`config.mk`:
```
export PLATFORM = sky130hd
export DESIGN_NAME = dwarf_eh_pointer_decoder
export DESIGN_NICKNAME = d
export VERILOG_FILES = /design/src/rtl/core/dehpd_pkg.sv /design/src/rtl/core/dehpd_in_reg.sv /design/src/rtl/core/dehpd_core.sv /design/src/rtl/core/dehpd_out_reg.sv /design/src/rtl/core/dwarf_eh_pointer_decoder.sv
export SDC_FILE = /design/constraint.sdc
export NUM_CORES = 1
export LEC_CHECK = 0
export BUFFER_PORTS_ARGS = -buffer_cell sky130_fd_sc_hd__clkbuf_2
export CORE_ASPECT_RATIO = 1.2
export CORE_UTILIZATION = 40
export CTS_BUF_LIST = sky130_fd_sc_hd__clkbuf_16
export DETAILED_ROUTE_END_ITERATION = 16
export PLACE_DENSITY = 0.55
export SYNTH_ARGS = -nofsm -noshare
export SYNTH_HDL_FRONTEND = slang
export SYNTH_SLANG_ARGS = --single-unit
```
`constraint.sdc`:
```
create_clock -name clk -period 7.45 [get_ports clk]
set_input_delay 1.49 -clock clk [delete_from_list [all_inputs] [get_ports clk]]
set_output_delay 1.49 -clock clk [all_outputs]
set_load 0.05 [all_outputs]
```
`src/rtl/core/dehpd_pkg.sv`:
```
// shared types, encoding codes and constants for the eh pointer decoder
package dehpd_pkg;

  localparam int POINTER_BYTES = 8;
  localparam int MAX_LEB_BYTES = 16;

  localparam int ENC_W   = 8;
  localparam int VALUE_W = 64;
  localparam int COUNT_W = 5;
  localparam int SHIFT_W = 7;

  localparam logic [7:0] ENC_OMIT  = 8'hFF;
  localparam logic [2:0] APP_PCREL = 3'd1;

  localparam logic [3:0] FORM_ABSPTR = 4'h0;
  localparam logic [3:0] FORM_ULEB   = 4'h1;
  localparam logic [3:0] FORM_UDATA2 = 4'h2;
  localparam logic [3:0] FORM_UDATA4 = 4'h3;
  localparam logic [3:0] FORM_UDATA8 = 4'h4;
  localparam logic [3:0] FORM_SLEB   = 4'h9;
  localparam logic [3:0] FORM_SDATA2 = 4'hA;
  localparam logic [3:0] FORM_SDATA4 = 4'hB;
  localparam logic [3:0] FORM_SDATA8 = 4'hC;

  typedef struct packed {
    logic [7:0]         data_byte;
    logic               field_start;
    logic [VALUE_W-1:0] field_address;
  } item_t;

  typedef struct packed {
    logic               emit;
    logic [VALUE_W-1:0] decoded_value;
    logic [COUNT_W-1:0] byte_count;
    logic               decode_error;
  } result_t;

endpackage

```
`src/rtl/core/dehpd_in_reg.sv`:
```
// input register stage holding one accepted byte beat
module dehpd_in_reg
  import dehpd_pkg::*;
(
  input  logic        clk,
  input  logic        rst_n,
  input  logic        in_tvalid,
  output logic        in_tready,
  input  logic [71:0] in_tdata,
  input  logic        in_tuser,
  input  logic        adv,
  output logic        item_valid,
  output item_t       item
);

  logic  valid_r, valid_nxt;
  item_t item_r, item_nxt;

  assign in_tready = !valid_r || adv;

  always_comb begin
    valid_nxt = in_tready ? in_tvalid : valid_r;
    item_nxt  = item_r;
    if (in_tready && in_tvalid) begin
      item_nxt.data_byte     = in_tdata[7:0];
      item_nxt.field_start   = in_tuser;
      item_nxt.field_address = in_tdata[71:8];
    end
  end

  always_ff @(posedge clk) begin
    if (!rst_n) begin
      valid_r <= 1'b0;
    end else begin
      valid_r <= valid_nxt;
    end
    item_r <= item_nxt;
  end

  assign item_valid = valid_r;
  assign item       = item_r;

endmodule

```
`src/rtl/core/dehpd_core.sv`:
```
// field state and single-pass decode of one byte
module dehpd_core
  import dehpd_pkg::*;
#(
  parameter int PTR_BYTES = POINTER_BYTES,
  parameter int LEB_BYTES = MAX_LEB_BYTES
)
(
  input  logic             clk,
  input  logic             rst_n,
  input  logic             fire,
  input  item_t            item,
  input  logic [ENC_W-1:0] enc,
  output result_t          res
);

  logic [VALUE_W-1:0] acc_r, acc_nxt;
  logic [SHIFT_W-1:0] shift_r, shift_nxt;
  logic [COUNT_W-1:0] cnt_r, cnt_nxt;
  logic [VALUE_W-1:0] base_r, base_nxt;
  logic               in_field_r, in_field_nxt;

  logic [3:0]         form;
  logic               active;
  logic               supported;
  logic               is_leb;
  logic [COUNT_W-1:0] size;
  logic [VALUE_W-1:0] acc_e;
  logic [SHIFT_W-1:0] shift_e;
  logic [COUNT_W-1:0] cnt_e;
  logic [VALUE_W-1:0] base_e;
  logic [7:0]         lane;
  logic [VALUE_W-1:0] shifted;
  logic [VALUE_W-1:0] acc_new;
  logic [SHIFT_W:0]   shift_sum;
  logic [SHIFT_W-1:0] shift_new;
  logic [COUNT_W-1:0] cnt_new;
  logic [VALUE_W-1:0] fix_v;
  logic [VALUE_W-1:0] leb_v;
  logic [VALUE_W-1:0] val;

  assign form = enc[3:0];

  always_comb begin
    supported = 1'b1;
    is_leb    = 1'b0;
    size      = '0;
    unique case (form) inside
      FORM_ABSPTR:              size = COUNT_W'(PTR_BYTES);
      FORM_UDATA2, FORM_SDATA2: size = COUNT_W'(2);
      FORM_UDATA4, FORM_SDATA4: size = COUNT_W'(4);
      FORM_UDATA8, FORM_SDATA8: size = COUNT_W'(8);
      FORM_ULEB, FORM_SLEB:     is_leb = 1'b1;
      default:                  supported = 1'b0;
    endcase
  end

  always_comb begin
    active  = fire && (item.field_start || in_field_r);
    acc_e   = item.field_start ? '0 : acc_r;
    shift_e = item.field_start ? '0 : shift_r;
    cnt_e   = item.field_start ? '0 : cnt_r;
    base_e  = item.field_start ? item.field_address : base_r;

    lane    = is_leb ? {1'b0, item.data_byte[6:0]} : item.data_byte;
    shifted = shift_e[SHIFT_W-1] ? '0
                                 : ({{(VALUE_W-8){1'b0}}, lane} << shift_e[SHIFT_W-2:0]);
    acc_new = acc_e | shifted;

    shift_sum = {1'b0, shift_e} + (is_leb ? (SHIFT_W+1)'(7) : (SHIFT_W+1)'(8));
    shift_new = shift_sum[SHIFT_W] ? '1 : shift_sum[SHIFT_W-1:0];
    cnt_new   = cnt_e + COUNT_W'(1);

    // sign extension of the short fixed forms
    fix_v = acc_new;
    if (form == FORM_SDATA2 && acc_new[15]) begin
      fix_v[VALUE_W-1:16] = '1;
    end else if (form == FORM_SDATA4 && acc_new[31]) begin
      fix_v[VALUE_W-1:32] = '1;
    end

    leb_v = acc_new;
    if (form == FORM_SLEB && !shift_new[SHIFT_W-1] && item.data_byte[6]) begin
      leb_v = acc_new | ({VALUE_W{1'b1}} << shift_new[SHIFT_W-2:0]);
    end

    val = is_leb ? leb_v : fix_v;
    if (enc[6:4] == APP_PCREL) begin
      val = val + base_e;
    end
  end

  always_comb begin
    acc_nxt      = acc_r;
    shift_nxt    = shift_r;
    cnt_nxt      = cnt_r;
    base_nxt     = base_r;
    in_field_nxt = in_field_r;
    res          = '0;
    if (active) begin
      acc_nxt      = acc_e;
      shift_nxt    = shift_e;
      cnt_nxt      = cnt_e;
      base_nxt     = base_e;
      in_field_nxt = 1'b1;
      if (enc == ENC_OMIT) begin
        res.emit       = 1'b1;
        res.byte_count = COUNT_W'(1);
        in_field_nxt   = 1'b0;
      end else if (!supported) begin
        res.emit         = 1'b1;
        res.byte_count   = cnt_new;
        res.decode_error = 1'b1;
        in_field_nxt     = 1'b0;
      end else begin
        acc_nxt   = acc_new;
        shift_nxt = shift_new;
        cnt_nxt   = cnt_new;
        if (!is_leb) begin
          if (cnt_new >= size) begin
            res.emit          = 1'b1;
            res.decoded_value = val;
            res.byte_count    = cnt_new;
            in_field_nxt      = 1'b0;
          end
        end else if (item.data_byte[7]) begin
          if (cnt_new >= COUNT_W'(LEB_BYTES)) begin
            res.emit         = 1'b1;
            res.byte_count   = COUNT_W'(LEB_BYTES);
            res.decode_error = 1'b1;
            in_field_nxt     = 1'b0;
          end
        end else begin
          res.emit          = 1'b1;
          res.decoded_value = val;
          res.byte_count    = cnt_new;
          in_field_nxt      = 1'b0;
        end
      end
    end
  end

  always_ff @(posedge clk) begin
    if (!rst_n) begin
      acc_r      <= '0;
      shift_r    <= '0;
      cnt_r      <= '0;
      base_r     <= '0;
      in_field_r <= 1'b0;
    end else begin
      acc_r      <= acc_nxt;
      shift_r    <= shift_nxt;
      cnt_r      <= cnt_nxt;
      base_r     <= base_nxt;
      in_field_r <= in_field_nxt;
    end
  end

endmodule

```
`src/rtl/core/dehpd_out_reg.sv`:
```
// result register driving the output stream
module dehpd_out_reg
  import dehpd_pkg::*;
(
  input  logic        clk,
  input  logic        rst_n,
  input  logic        fire,
  input  result_t     res,
  output logic        adv,
  output logic        out_tvalid,
  input  logic        out_tready,
  output logic [71:0] out_tdata,
  output logic        out_tuser
);

  logic    valid_r, valid_nxt;
  result_t res_r, res_nxt;

  assign adv = !valid_r || out_tready;

  always_comb begin
    valid_nxt = adv ? (fire && res.emit) : valid_r;
    res_nxt   = (fire && res.emit) ? res : res_r;
  end

  always_ff @(posedge clk) begin
    if (!rst_n) begin
      valid_r <= 1'b0;
    end else begin
      valid_r <= valid_nxt;
    end
    res_r <= res_nxt;
  end

  assign out_tvalid = valid_r;
  assign out_tdata  = {3'b000, res_r.byte_count, res_r.decoded_value};
  assign out_tuser  = res_r.decode_error;

endmodule

```
`src/rtl/core/dwarf_eh_pointer_decoder.sv`:
```
// top level of the eh pointer encoded value decoder
//
//   channel   direction  payload
//   in_*      slave      tdata: data_byte, field_address   tuser: field_start
//   out_*     master     tdata: decoded_value, byte_count  tuser: decode_error
//   cfg_*     write      encoding_mode
//
// one byte beat per cycle while the output is not stalled: input register, one decode step, result register
// the field accumulator loop closes through shift, or and add
// rst_n clears handshake and field state, the encoding register reads zero
// an output stall holds the result and the input register backs up behind it
module dwarf_eh_pointer_decoder
  import dehpd_pkg::*;
#(
  parameter int PTR_BYTES = POINTER_BYTES,
  parameter int LEB_BYTES = MAX_LEB_BYTES
)
(
  input  logic        clk,
  input  logic        rst_n,
  input  logic        in_tvalid,
  output logic        in_tready,
  input  logic [71:0] in_tdata,   // [7:0] data_byte, [71:8] field_address
  input  logic        in_tuser,   // [0] field_start
  output logic        out_tvalid,
  input  logic        out_tready,
  output logic [71:0] out_tdata,  // [63:0] decoded_value, [68:64] byte_count, zero pad
  output logic        out_tuser,  // [0] decode_error
  input  logic        cfg_wr_en,
  input  logic [7:0]  cfg_wr_data
);

  logic [ENC_W-1:0] enc_r, enc_nxt;
  logic             adv;
  logic             item_valid;
  logic             fire;
  item_t            item;
  result_t          res;

  assign enc_nxt = cfg_wr_en ? cfg_wr_data : enc_r;

  always_ff @(posedge clk) begin
    if (!rst_n) begin
      enc_r <= '0;
    end else begin
      enc_r <= enc_nxt;
    end
  end

  assign fire = item_valid && adv;

  dehpd_in_reg u_in_reg (
    .clk        (clk),
    .rst_n      (rst_n),
    .in_tvalid  (in_tvalid),
    .in_tready  (in_tready),
    .in_tdata   (in_tdata),
    .in_tuser   (in_tuser),
    .adv        (adv),
    .item_valid (item_valid),
    .item       (item)
  );

  dehpd_core #(
    .PTR_BYTES (PTR_BYTES),
    .LEB_BYTES (LEB_BYTES)
  ) u_core (
    .clk   (clk),
    .rst_n (rst_n),
    .fire  (fire),
    .item  (item),
    .enc   (enc_r),
    .res   (res)
  );

  dehpd_out_reg u_out_reg (
    .clk        (clk),
    .rst_n      (rst_n),
    .fire       (fire),
    .res        (res),
    .adv        (adv),
    .out_tvalid (out_tvalid),
    .out_tready (out_tready),
    .out_tdata  (out_tdata),
    .out_tuser  (out_tuser)
  );

endmodule

```
==> results of run 1 <==
## where the power goes
group	switching [mW]	internal [mW]
combinational	0.377	0.174
sequential	0.0260	1.75
clock	0.702	1.01
total	1.11	2.93
## timing repair
item                                    CTS  global route
resized for setup                         0             6
endpoints found under the setup margin    0             4
setup buffers                             0             1
endpoints found under the hold margin     0             0
## area by class of cell
| cell class | count | area [µm²] | share of cell area (%) |
|---|---|---|---|
| inverters | 36 | 140.1 | 0.6745 |
| repair buffers | 202 | 1126 | 5.420 |
| clock inverters | 27 | 210.2 | 1.012 |
| flip-flops and latches | 294 | 7317 | 35.22 |
| multi-input cells | 1590 | 10290 | 49.55 |
| clock buffers | 37 | 925.9 | 4.457 |
| well taps | 609 | 762.0 | 3.668 |
## cell families after synthesis
kind of cell               synth area share [%]
and+or+nand+nor                           19.24
AOI/OAI and AO/OA                         22.98
DFF                                       40.12
buffers and inverters                     3.739
muxes                                     5.303
adders and majority gates                 5.708
xor gates and xnor gates                  2.881
other                                   0.02056
## registers in the layout, indices dropped and copies added (netlist names)
name                  flops
u_core.in_field_r         1
u_core.shift_r            7
u_core.cnt_r              5
u_in_reg.item            73
u_out_reg.out_tdata      69
u_out_reg.out_tuser       1
u_core.base_r            64
enc_r                     8
u_out_reg.out_tvalid      1
u_core.acc_r             64
u_in_reg.item_valid       1
## cell usage in the layout, fill, tap and decap left out, types with 75 or more instances in the layout
cell type / count
a21boi_0: 75
dfxtp_1: 151
nand2_1: 330
ha_1: 80
nor2b_1: 79
nor2_1: 124
edfxtp_1: 143
clkbuf_2: 156
o21ai_0: 93
a21oi_1: 136
## layer usage
metal  up-vias  wire length (µm)  global-route usage, %
li1       7700                 -                      -
met1      7765             26960                  34.94
met2       551             28880                  43.22
met3       120              3904                  5.047
met4         0              2339                  9.984
met5         -                 0                      0
## critical path, delay by kind of cell, from the launching register on
family / cells / cell delay, ns
xor gates and xnor gates: 2 / 0.39
AOI/OAI and AO/OA: 12 / 3.21
buffers and inverters: 1 / 0.20
adders and majority gates: 3 / 1.07
and+or+nand+nor: 5 / 1.55
DFF: 1 / 0.39
## worst paths after layout
path | slack [ns] | to | cells after the start | startpoint
max | 0.44 | u_out_reg.out_tdata[58] | 23 | u_in_reg.item[64]
min | 0.46 | u_core.base_r[29] | 2 | u_core.base_r[29]
max reg2reg | 0.44 | u_out_reg.out_tdata[58] | 23 | u_in_reg.item[64]
min reg2reg | 0.46 | u_core.base_r[29] | 2 | u_core.base_r[29]
## metrics by stage
stage	utilization, %	cell area [µm²]
2_1_floorplan	-	18250
6_report	46.29	20770
4_1_cts	46.23	20750
5_1_grt	46.29	20770
3_3_place_gp	43.70	19610
3_5_place_dp	43.70	19610
==> metrics.md, run 1 <==
| Metric | Value |
|---|---|
| Tightest Hold Check Type | flop to flop |
| Number of global-route vias before repair | approximately 16000 |
| Clk buf depth | 3 |
| Asr flop ratio synth | 0% |
| Initial core utilization | 40.64% |
| Antenna violations before repair | 0 |
| CP arrival | 7.37 ns |
| Mapped Avg Cell Area | 8.909 µm² |
| Clock transition at path regs | 0.06 ns |
| Post-synth EDFFs | around 140 |
| Area growth, synth to finish | 13.91% |
| Die W | 196.9 µm |
| Synth top area share | 23.55% |
| Count of unique library cells instantiated by Yosys | 87 |
| Slew @ Worst Pin | between 1 and 1.5 ns |
| Setup WS post-layout | roughly 0.44 ns |
| Commonest cells in the netlist | nand2_1, dfxtp_1, edfxtp_1 |
| Drt total wl | a little over 60000 µm |
| Fillcell total | 4408 |
| CTS tree | yes |
| Layout cells sized above 1 | 16.61% |
| Final setup violating endpoints | 0 |
| Unrepaired setup endpoints after global routing | false |
| Layout Cells excl Fill | between 2000 and 3000 |
| Overall Power | 4.038 mW |
| Crit-path max FO | 11 |
| Max stage delay on crit path | around 0.6 ns |
| Synth Flop Type | dfxtp_1 |
| Inst Count DP | 2730 |
| Most frequent cell after synthesis | nand2_1 |
| Post-place setup slack | 0.1623 ns |
| Initial detailed-routing violation count | 1380 |
| Slowest CP cell | a41oi_1 |
| DPL Wire Length | 45340 µm |
| Rel. slew slack | around a quarter |
| Fin. max-slew vios | 0 |
| GRT Util Overall | 26.62% |
| DRC violations left | 0 |
| Per-cell routed wire length | 22.21 µm |
| Area contributors post-synth | edfxtp_1, dfxtp_1, nand2_1, ha_1, mux2_2 |
| CP cell instances | nand2b_1 -> inv_2 -> ha_1 -> fa_1 -> a21o_1 -> a21oi_2 -> nor2_1 -> xnor2_1 -> and4_1 -> nand2_1 -> nor2_1 -> a21o_1 -> ha_1 -> o21ai_0 -> o21ai_0 -> a211oi_1 -> o211ai_1 -> a41oi_1 -> a21boi_2 -> a31oi_1 -> o21bai_1 -> xnor2_1 -> a211oi_1 |
| Htree depth | 2 |
| Crit end category | flop |
| Max IR drop VDD | 0.0001566 V |
| Initial DRT Pass Iterations | 8 |
| Clk_skew | 0.02045 ns |
| Hold Slack | 0.4595 ns |
| Final net count | 2328 |
| Die area | 46450 µm² |
| Pin count of the biggest net entering global routing | 93 |
| Vias post-DR | around 16000 |
| Status | finished, final reports clean |
| Global-route wire length before repair | 94480 µm |
| CTS sink cnt | 294 |
| GPL Wtd Cong | between 0.9 and 1 |
| Register area share after synthesis | approximately 40% |
| Yosys reg bits | approximately 290 |
| Minimum clock period | 7.014 ns |
| CTS hold repair buffers | 0 |
| Die Ht | about 240 µm |
| Num CTS Buffers | 36 |
| Fin. Hold Viols | 0 |
| Fin crit share | a little over nine tenths |
| Root Buffer | clkbuf_16 |
| Maxcap violations | 0 |
| DR vias/cell | 5.773 |
| Max Clk Rate | 142.6 MHz |
| Core area | 44880 µm² |
| Power per cell area | 194.4 nW/µm² |
| Static Leak | ~8.0 nW |
| Yosys Warn Count | 0 |
| Placement Rows | 85 |
| Nature of the critical path startpoint | flop |
| GRT overflow | 0 |
| Ports | 161 |
| Fin Setup TNS | 0 ns |
| Cell taking the most area after synthesis | edfxtp_1 |
| WP data required | 7.81 ns |
| Mapped cell area | 18240 µm² |
| PortBufs | 157 |
| Diodes inserted | 0 |
| Kind of critical path | flop to flop |
| Skew-Pair Late Insertion Delay | between 0.5 and 0.6 ns |
| Routed Antenna Nets | 0 |
| Synthesized instance count | 2047 |
Power figures use the tool's default switching activity.
==> inputs of run 2 (changes only) <==
CORE_UTILIZATION = 50   (was 40)
CTS_CLUSTER_DIAMETER = 60   (was not set)
PLACE_DENSITY = 0.67   (was 0.55)
==> run 2 against run 1 <==
  * Sequential cell count is the same
  * Via count rose by 0.59%
  * Total power fell by 0.39%
  * Maximum frequency increased by 0.53%
  * Count of clock-buffer cells in the layout did not move
  * Cell area fell by 0.85%
  * First-iteration DRC count grew 11%
  * Wire length down 3.8%
  * Die area decreased by 20%
  * Sequential power is essentially flat
==> metrics.md, run 2 (synthesis gave the netlist of run 1 again) <==
| Metric | Value |
|---|---|
| Status | finished, final reports clean (unchanged) |
| DR vias/cell | 6.113 (was 5.773) |
| Tightest Hold Check Type | flop to flop (unchanged) |
| Initial core utilization | 50.74% (was 40.64%) |
| Worst path buffer plus inverter count | 2 (was 1) |
| Nature of the critical path startpoint | flop (unchanged) |
| Clock transition at path regs | 0.06 ns (about the same) |
| Htree depth | 2 (unchanged) |
| PostCTS Resize Cnt | 0 (unchanged) |
| Fin. Hold Viols | 0 (unchanged) |
| CP cell instances | nand2b_1 -> inv_2 -> ha_1 -> fa_1 -> a21o_1 -> a21oi_2 -> nor2_1 -> xnor2_1 -> and4_2 -> nand2_1 -> nor2_1 -> a221o_1 -> ha_1 -> a21oi_1 -> nand2_1 -> o211ai_1 -> a32oi_1 -> and3_1 -> o21ai_1 -> buf_4 -> a21oi_1 -> or4_1 -> a31oi_1 -> nor2_1 (was nand2b_1 -> inv_2 -> ha_1 -> fa_1 -> a21o_1 -> a21oi_2 -> nor2_1 -> xnor2_1 -> and4_1 -> nand2_1 -> nor2_1 -> a21o_1 -> ha_1 -> o21ai_0 -> o21ai_0 -> a211oi_1 -> o211ai_1 -> a41oi_1 -> a21boi_2 -> a31oi_1 -> o21bai_1 -> xnor2_1 -> a211oi_1) |
| CTS tree | yes (unchanged) |
| Clk_skew | 0.01738 ns (was 0.02045 ns) |
| Global-route wire length before repair | 90540 µm (was 94480 µm) |
| Slowest CP cell | fa_1 (was a41oi_1) |
| Crit-path leading delay family | simple AND/OR/NAND/NOR gates (was compound AO/OA/AOI/OAI gates) |
| Initial detailed-routing violation count | 1536 (was 1380) |
| Max IR drop VDD | 0.0001845 V (was 0.0001566 V) |
| Setup bufs post-CTS | 0 (unchanged) |
| Layout cells sized above 1 | 16.79% (was 16.61%) |
| Crit end category | flop (unchanged) |
| Reg2Reg Depth | 24 (was 23) |
| R2R Setup Slk | 0.47 ns (was 0.44 ns) |
| Slew @ Worst Pin | 1.070 ns (was 1.145 ns) |
| Core area | 35940 µm² (was 44880 µm²) |
| Placement Rows | 76 (was 85) |
| Initial DRT Pass Iterations | 7 (was 8) |
| GRT Util Overall | 31.67% (was 26.62%) |
| Die Ht | 211.2 µm (was 235.9 µm) |
| Overall Power | 4.022 mW (was 4.038 mW) |
| Skew-Pair Late Insertion Delay | 0.53 ns (was 0.55 ns) |
| Kind of critical path | flop to flop (unchanged) |
| CP arrival | 7.22 ns (was 7.37 ns) |
| Routed Antenna Nets | 0 (unchanged) |
| Antenna violations before repair | 1 (was 0) |
| Maxcap violations | 0 (unchanged) |
| FF-to-FF Start | u_core.shift_r[0] (was u_in_reg.item[64]) |
| Most frequent cells in the layout | nand2_1, clkbuf_2, dfxtp_1 (unchanged) |
| DPL Wire Length | 42890 µm (was 45340 µm) |
| Die area | 37250 µm² (was 46450 µm²) |
| Die W | 176.3 µm (was 196.9 µm) |
| Max Clk Rate | 143.3 MHz (was 142.6 MHz) |
| DRC violations left | 0 (unchanged) |
| Drt total wl | 59720 µm (was 62090 µm) |
| Setup WS post-layout | 0.4729 ns (was 0.4359 ns) |
| HP Start | u_core.base_r[42] (was u_core.base_r[29]) |
| Vias post-DR | 16231 (was 16136) |
| Static Leak | 8.026 nW (was 8.029 nW) |
| Final net count | 2328 (unchanged) |
| Minimum clock period | 6.977 ns (was 7.014 ns) |
| Max stage delay on crit path | 0.51 ns (was 0.59 ns) |
| Num CTS Buffers | 36 (unchanged) |
| WP data required | 7.70 ns (was 7.81 ns) |
| Final setup violating endpoints | 0 (unchanged) |
| Root Buffer | clkbuf_16 (unchanged) |
| Max reg flops | 73 (unchanged) |
| CTS hold repair buffers | 0 (unchanged) |
| GRT overflow | 0 (unchanged) |
| Fin. max-slew vios | 0 (unchanged) |
| Hold Crit Endpoint | u_core.base_r[42] (was u_core.base_r[29]) |
| Fin Setup TNS | 0 ns (unchanged) |
| Pin count of the biggest net entering global routing | 99 (was 93) |
| Power per cell area | 195.3 nW/µm² (was 194.4 nW/µm²) |
| Ports | 161 (unchanged) |
| Unrepaired setup endpoints after global routing | false (unchanged) |
| Area growth, synth to finish | 12.95% (was 13.91%) |
| GPL Wtd Cong | 0.9993 (was 0.9400) |
| Crit-path most repeated cell | nor2_1 |
| Crit-path max FO | 11 (unchanged) |
| Clk buf depth | 3 (unchanged) |
| Worst R2R End | u_out_reg.out_tdata[57] (was u_out_reg.out_tdata[58]) |
| Fin crit share | 93.65% (was 94.15%) |
| PortBufs | 157 (unchanged) |
| Per-cell routed wire length | 22.49 µm (was 22.21 µm) |
| CTS sink cnt | 294 (unchanged) |
| Post-place setup slack | 0.4446 ns (was 0.1623 ns) |
| WHS Path Cells | 2 (unchanged) |
| Rel. slew slack | 26.66% (was 23.37%) |
| Number of global-route vias before repair | 15425 (was 15638) |
| Commonest non-fill, non-tap cell in the layout | nand2_1 (unchanged) |
## run 2: layer usage
layer | vias to the layer above | routed length, µm | GRT usage, %
li1 | 7704 | - | -
met1 | 7763 | 25900 | 42.23
met2 | 639 | 27610 | 51.55
met3 | 125 | 3973 | 4.608
met4 | 0 | 2242 | 12.43
met5 | - | 0 | 0
## run 2: tightest hold or removal path, delay by kind of cell, from the launching register on
| family | cells | cell delay, ns |
|---|---|---|
| flops | 1 | 0.30 |
| simple gates | 1 | 0.05 |
| compound gates | 1 | 0.06 |
## run 2: through the flow
stage	hold slack [ns]	utilization, %	cell area [µm²]	cells
after global routing	0.4764	57.30	20600	2654
after global placement	0.4481	54.09	19440	2590
final	0.4607	57.31	20600	2655
after CTS	0.4627	57.23	20570	2654
after detailed placement	0.4545	54.09	19440	2590
after floorplan	0.4410	-	18250	2049
## run 2: final cells by class
type                       count  area (µm²)
antenna                        1       2.502
sequential                   294        7317
clock buffer                  37       925.9
tap                          468       585.6
timing repair buffer         202        1126
clock inverter                27       201.4
inverter                      36       140.1
fill                        3300       15350
multi-input combinational   1590       10300
## run 2: worst max-delay path by stage
stage	start	to	slack (ns)	cells after the start
after floorplan	u_in_reg.item[64]	u_out_reg.out_tdata[0]	0.27	14
after global placement	u_core.shift_r[0]	u_out_reg.out_tdata[42]	0.61	25
after detailed placement	u_core.shift_r[0]	u_out_reg.out_tdata[58]	0.44	25
after CTS	u_core.shift_r[0]	u_out_reg.out_tdata[58]	0.41	25
after global routing	u_core.shift_r[0]	u_out_reg.out_tdata[57]	0.05	24
final	u_core.shift_r[0]	u_out_reg.out_tdata[57]	0.47	24
## run 2: power breakdown
group	leakage, nW	total, mW	internal, mW	switching, mW
logic	4.95	0.552	0.176	0.377
registers	2.49	1.78	1.75	0.0246
clock network	0.586	1.69	0.979	0.714
total	8.03	4.02	2.91	1.12
==> inputs of run 3 (changes only) <==
CORE_ASPECT_RATIO = 0.9   (was 1.2)
==> run 3 against run 2 <==
  * Critical path depth unchanged
  * Count of clock-buffer cells in the layout is the same
  * Sequential share of layout area is 0.16 points higher
  * Worst setup slack got worse by 0.11 ns
  * Via count rose by 0.71%
  * Non-clock buffer count fell by 7
  * Die area is essentially flat
  * Wire length down 0.40%
  * Combinational power about the same
  * Cell count decreased by 0.30%
  * Global-route usage about the same
==> metrics.md, run 3 (synthesis gave the netlist of run 1 again) <==
| Metric | Value |
|---|---|
| Status | finished, final reports clean (unchanged) |
| Worst path buffer plus inverter count | 2 (unchanged) |
| Crit-path max FO | 11 (unchanged) |
| Fin. max-slew vios | 0 (unchanged) |
| Commonest non-fill, non-tap cell in the layout | nand2_1 (unchanged) |
| Most frequent cells in the layout | nand2_1, clkbuf_2, dfxtp_1 (unchanged) |
| Rel. slew slack | 20.43% (was 26.66%) |
| CTS tree | yes (unchanged) |
| Clk_skew | 0.01547 ns (was 0.01738 ns) |
| Reg2Reg Depth | 24 (unchanged) |
| Die Ht | 183.2 µm (was 211.2 µm) |
| Max IR drop VDD | 0.0001942 V (was 0.0001845 V) |
| CTS hold repair buffers | 0 (unchanged) |
| DPL Wire Length | 42800 µm (was 42890 µm) |
| Tightest Hold Check Type | flop to flop (unchanged) |
| Area growth, synth to finish | 12.45% (was 12.95%) |
| Nature of the critical path startpoint | flop (unchanged) |
| Setup bufs post-CTS | 0 (unchanged) |
| Crit-path leading delay family | compound AO/OA/AOI/OAI gates (was simple AND/OR/NAND/NOR gates) |
| Pin count of the biggest net entering global routing | 96 (was 99) |
| Routed Antenna Nets | 0 (unchanged) |
| Num CTS Buffers | 35 (was 36) |
| Minimum clock period | 7.090 ns (was 6.977 ns) |
| Util after Layout | 57.83% (was 57.31%) |
| WP data required | 7.71 ns (was 7.70 ns) |
| Skew-Pair Late Insertion Delay | 0.54 ns (was 0.53 ns) |
| Layout cells sized above 1 | 16.07% (was 16.79%) |
| CP arrival | 7.35 ns (was 7.22 ns) |
| DR vias/cell | 6.176 (was 6.113) |
| PortBufs | 157 (unchanged) |
| Root Buffer | clkbuf_16 (unchanged) |
| Levels on crit path | 24 (unchanged) |
| DRC violations left | 0 (unchanged) |
| Maxcap violations | 0 (unchanged) |
| Ports | 161 (unchanged) |
| Static Leak | 7.980 nW (was 8.026 nW) |
| CTS sink cnt | 294 (unchanged) |
| WHS Path Cells | 2 (unchanged) |
| Antenna violations before repair | 0 (was 1) |
| Final setup violating endpoints | 0 (unchanged) |
| Max stage delay on crit path | 0.49 ns (was 0.51 ns) |
| Number of global-route vias before repair | 15328 (was 15425) |
| Diodes inserted | 0 (was 1) |
| Max reg flops | 73 (unchanged) |
| Htree depth | 2 (unchanged) |
| Die area | 37240 µm² (was 37250 µm²) |
| Placement Rows | 65 (was 76) |
| Initial DRT Pass Iterations | 6 (was 7) |
| Cell area after layout | 20510 µm² (was 20600 µm²) |
| Power per cell area | 193.7 nW/µm² (was 195.3 nW/µm²) |
| Fin crit share | 95.16% (was 93.65%) |
| Drt total wl | 59490 µm (was 59720 µm) |
| Core area | 35460 µm² (was 35940 µm²) |
| Crit end category | flop (unchanged) |
| CP cell instances | nand2b_1 -> inv_2 -> ha_1 -> fa_1 -> a21o_1 -> a21oi_2 -> nor2_1 -> xnor2_1 -> nand3_1 -> nor3_1 -> buf_4 -> a22oi_1 -> o21ai_0 -> ha_1 -> a21oi_1 -> o21ai_0 -> a31oi_1 -> a32oi_1 -> and3_1 -> o21ai_1 -> a21oi_1 -> or4_1 -> a31oi_1 -> nor2_1 (was nand2b_1 -> inv_2 -> ha_1 -> fa_1 -> a21o_1 -> a21oi_2 -> nor2_1 -> xnor2_1 -> and4_2 -> nand2_1 -> nor2_1 -> a221o_1 -> ha_1 -> a21oi_1 -> nand2_1 -> o211ai_1 -> a32oi_1 -> and3_1 -> o21ai_1 -> buf_4 -> a21oi_1 -> or4_1 -> a31oi_1 -> nor2_1) |
| Clk buf depth | 3 (unchanged) |
| GPL Wtd Cong | 0.9884 (was 0.9993) |
| GRT overflow | 0 (unchanged) |
| Die W | 203.3 µm (was 176.3 µm) |
| Per-cell routed wire length | 22.47 µm (was 22.49 µm) |
| GRT Util Overall | 31.63% (was 31.67%) |
| Slew @ Worst Pin | 1.191 ns (was 1.070 ns) |
| Final net count | 2320 (was 2328) |
| Initial detailed-routing violation count | 1621 (was 1536) |
| Clock transition at path regs | 0.06 ns (about the same) |
| Initial core utilization | 51.43% (was 50.74%) |
| Vias post-DR | 16347 (was 16231) |
| Slowest CP cell | fa_1 (unchanged) |
| Hold Slack | 0.4608 ns (was 0.4607 ns) |
| Kind of critical path | flop to flop (unchanged) |
| DP Area | 19400 µm² (was 19440 µm²) |
| Max Clk Rate | 141.1 MHz (was 143.3 MHz) |
| Overall Power | 3.973 mW (was 4.022 mW) |
| Fin. Hold Viols | 0 (unchanged) |
| Global-route wire length before repair | 91260 µm (was 90540 µm) |
run 3: cell count changes in the layout (fill, tap and decap cells not counted), sizes merged:
cell,previous run,this run
buf,46,39
clkinv,16,13
inv,44,46
diode,1,0
run 3: worst reg2reg max path, delay by kind of cell (launching register included):
family          cells  cell delay, ns
simple gates        7            2.08
buf+inv             2            0.42
flops               1            0.38
xor+xnor            1            0.28
fa+ha+maj           3            1.16
compound gates     11            2.49
run 3: layout make-up:
class,instances,area [µm²]
fill,3183,14950
multi-input combinational,1590,10290
sequential,294,7317
timing repair buffer,195,1074
clock buffer,37,925.9
tap,469,586.8
clock inverter,26,171.4
inverter,36,140.1
run 3: what timing repair did:
| action | CTS | global route |
|---|---|---|
| hold endpoints to repair | 0 | 0 |
| resized for setup | 0 | 2 |
| setup endpoints to repair | 0 | 7 |
run 3: routing by layer:
metal / track usage [%] / share of wire [%] / vias up
met1: 45.85 / 47 / 7877
met4: 10.38 / 2.9 / 0
met2: 48.05 / 43 / 637
met5: 0 / 0 / -
li1: - / - / 7721
met3: 4.673 / 6.3 / 112
run 3: path summary, 6_finish.rpt:
path                            slack [ns]                       to               from
worst max-delay path                  0.36  u_out_reg.out_tdata[57]  u_in_reg.item[64]
worst min register to register        0.46        u_core.base_r[38]  u_core.base_r[38]
worst max register to register        0.36  u_out_reg.out_tdata[57]  u_in_reg.item[64]
worst min-delay path                  0.46        u_core.base_r[38]  u_core.base_r[38]
run 3: metrics by stage:
step,TNS (ns),std cells,worst slack (ns)
finish,0,2647,0.3604
global route,-0.03766,2647,-0.02085
CTS,0,2647,0.3682
detailed placement,0,2584,0.4078
global placement,0,2584,0.5976
floorplan,0,2049,0.2750
run 3: power breakdown:
group	internal [mW]	switching (mW)
clock network	0.966	0.679
registers	1.75	0.0250
logic	0.174	0.376
total	2.89	1.08
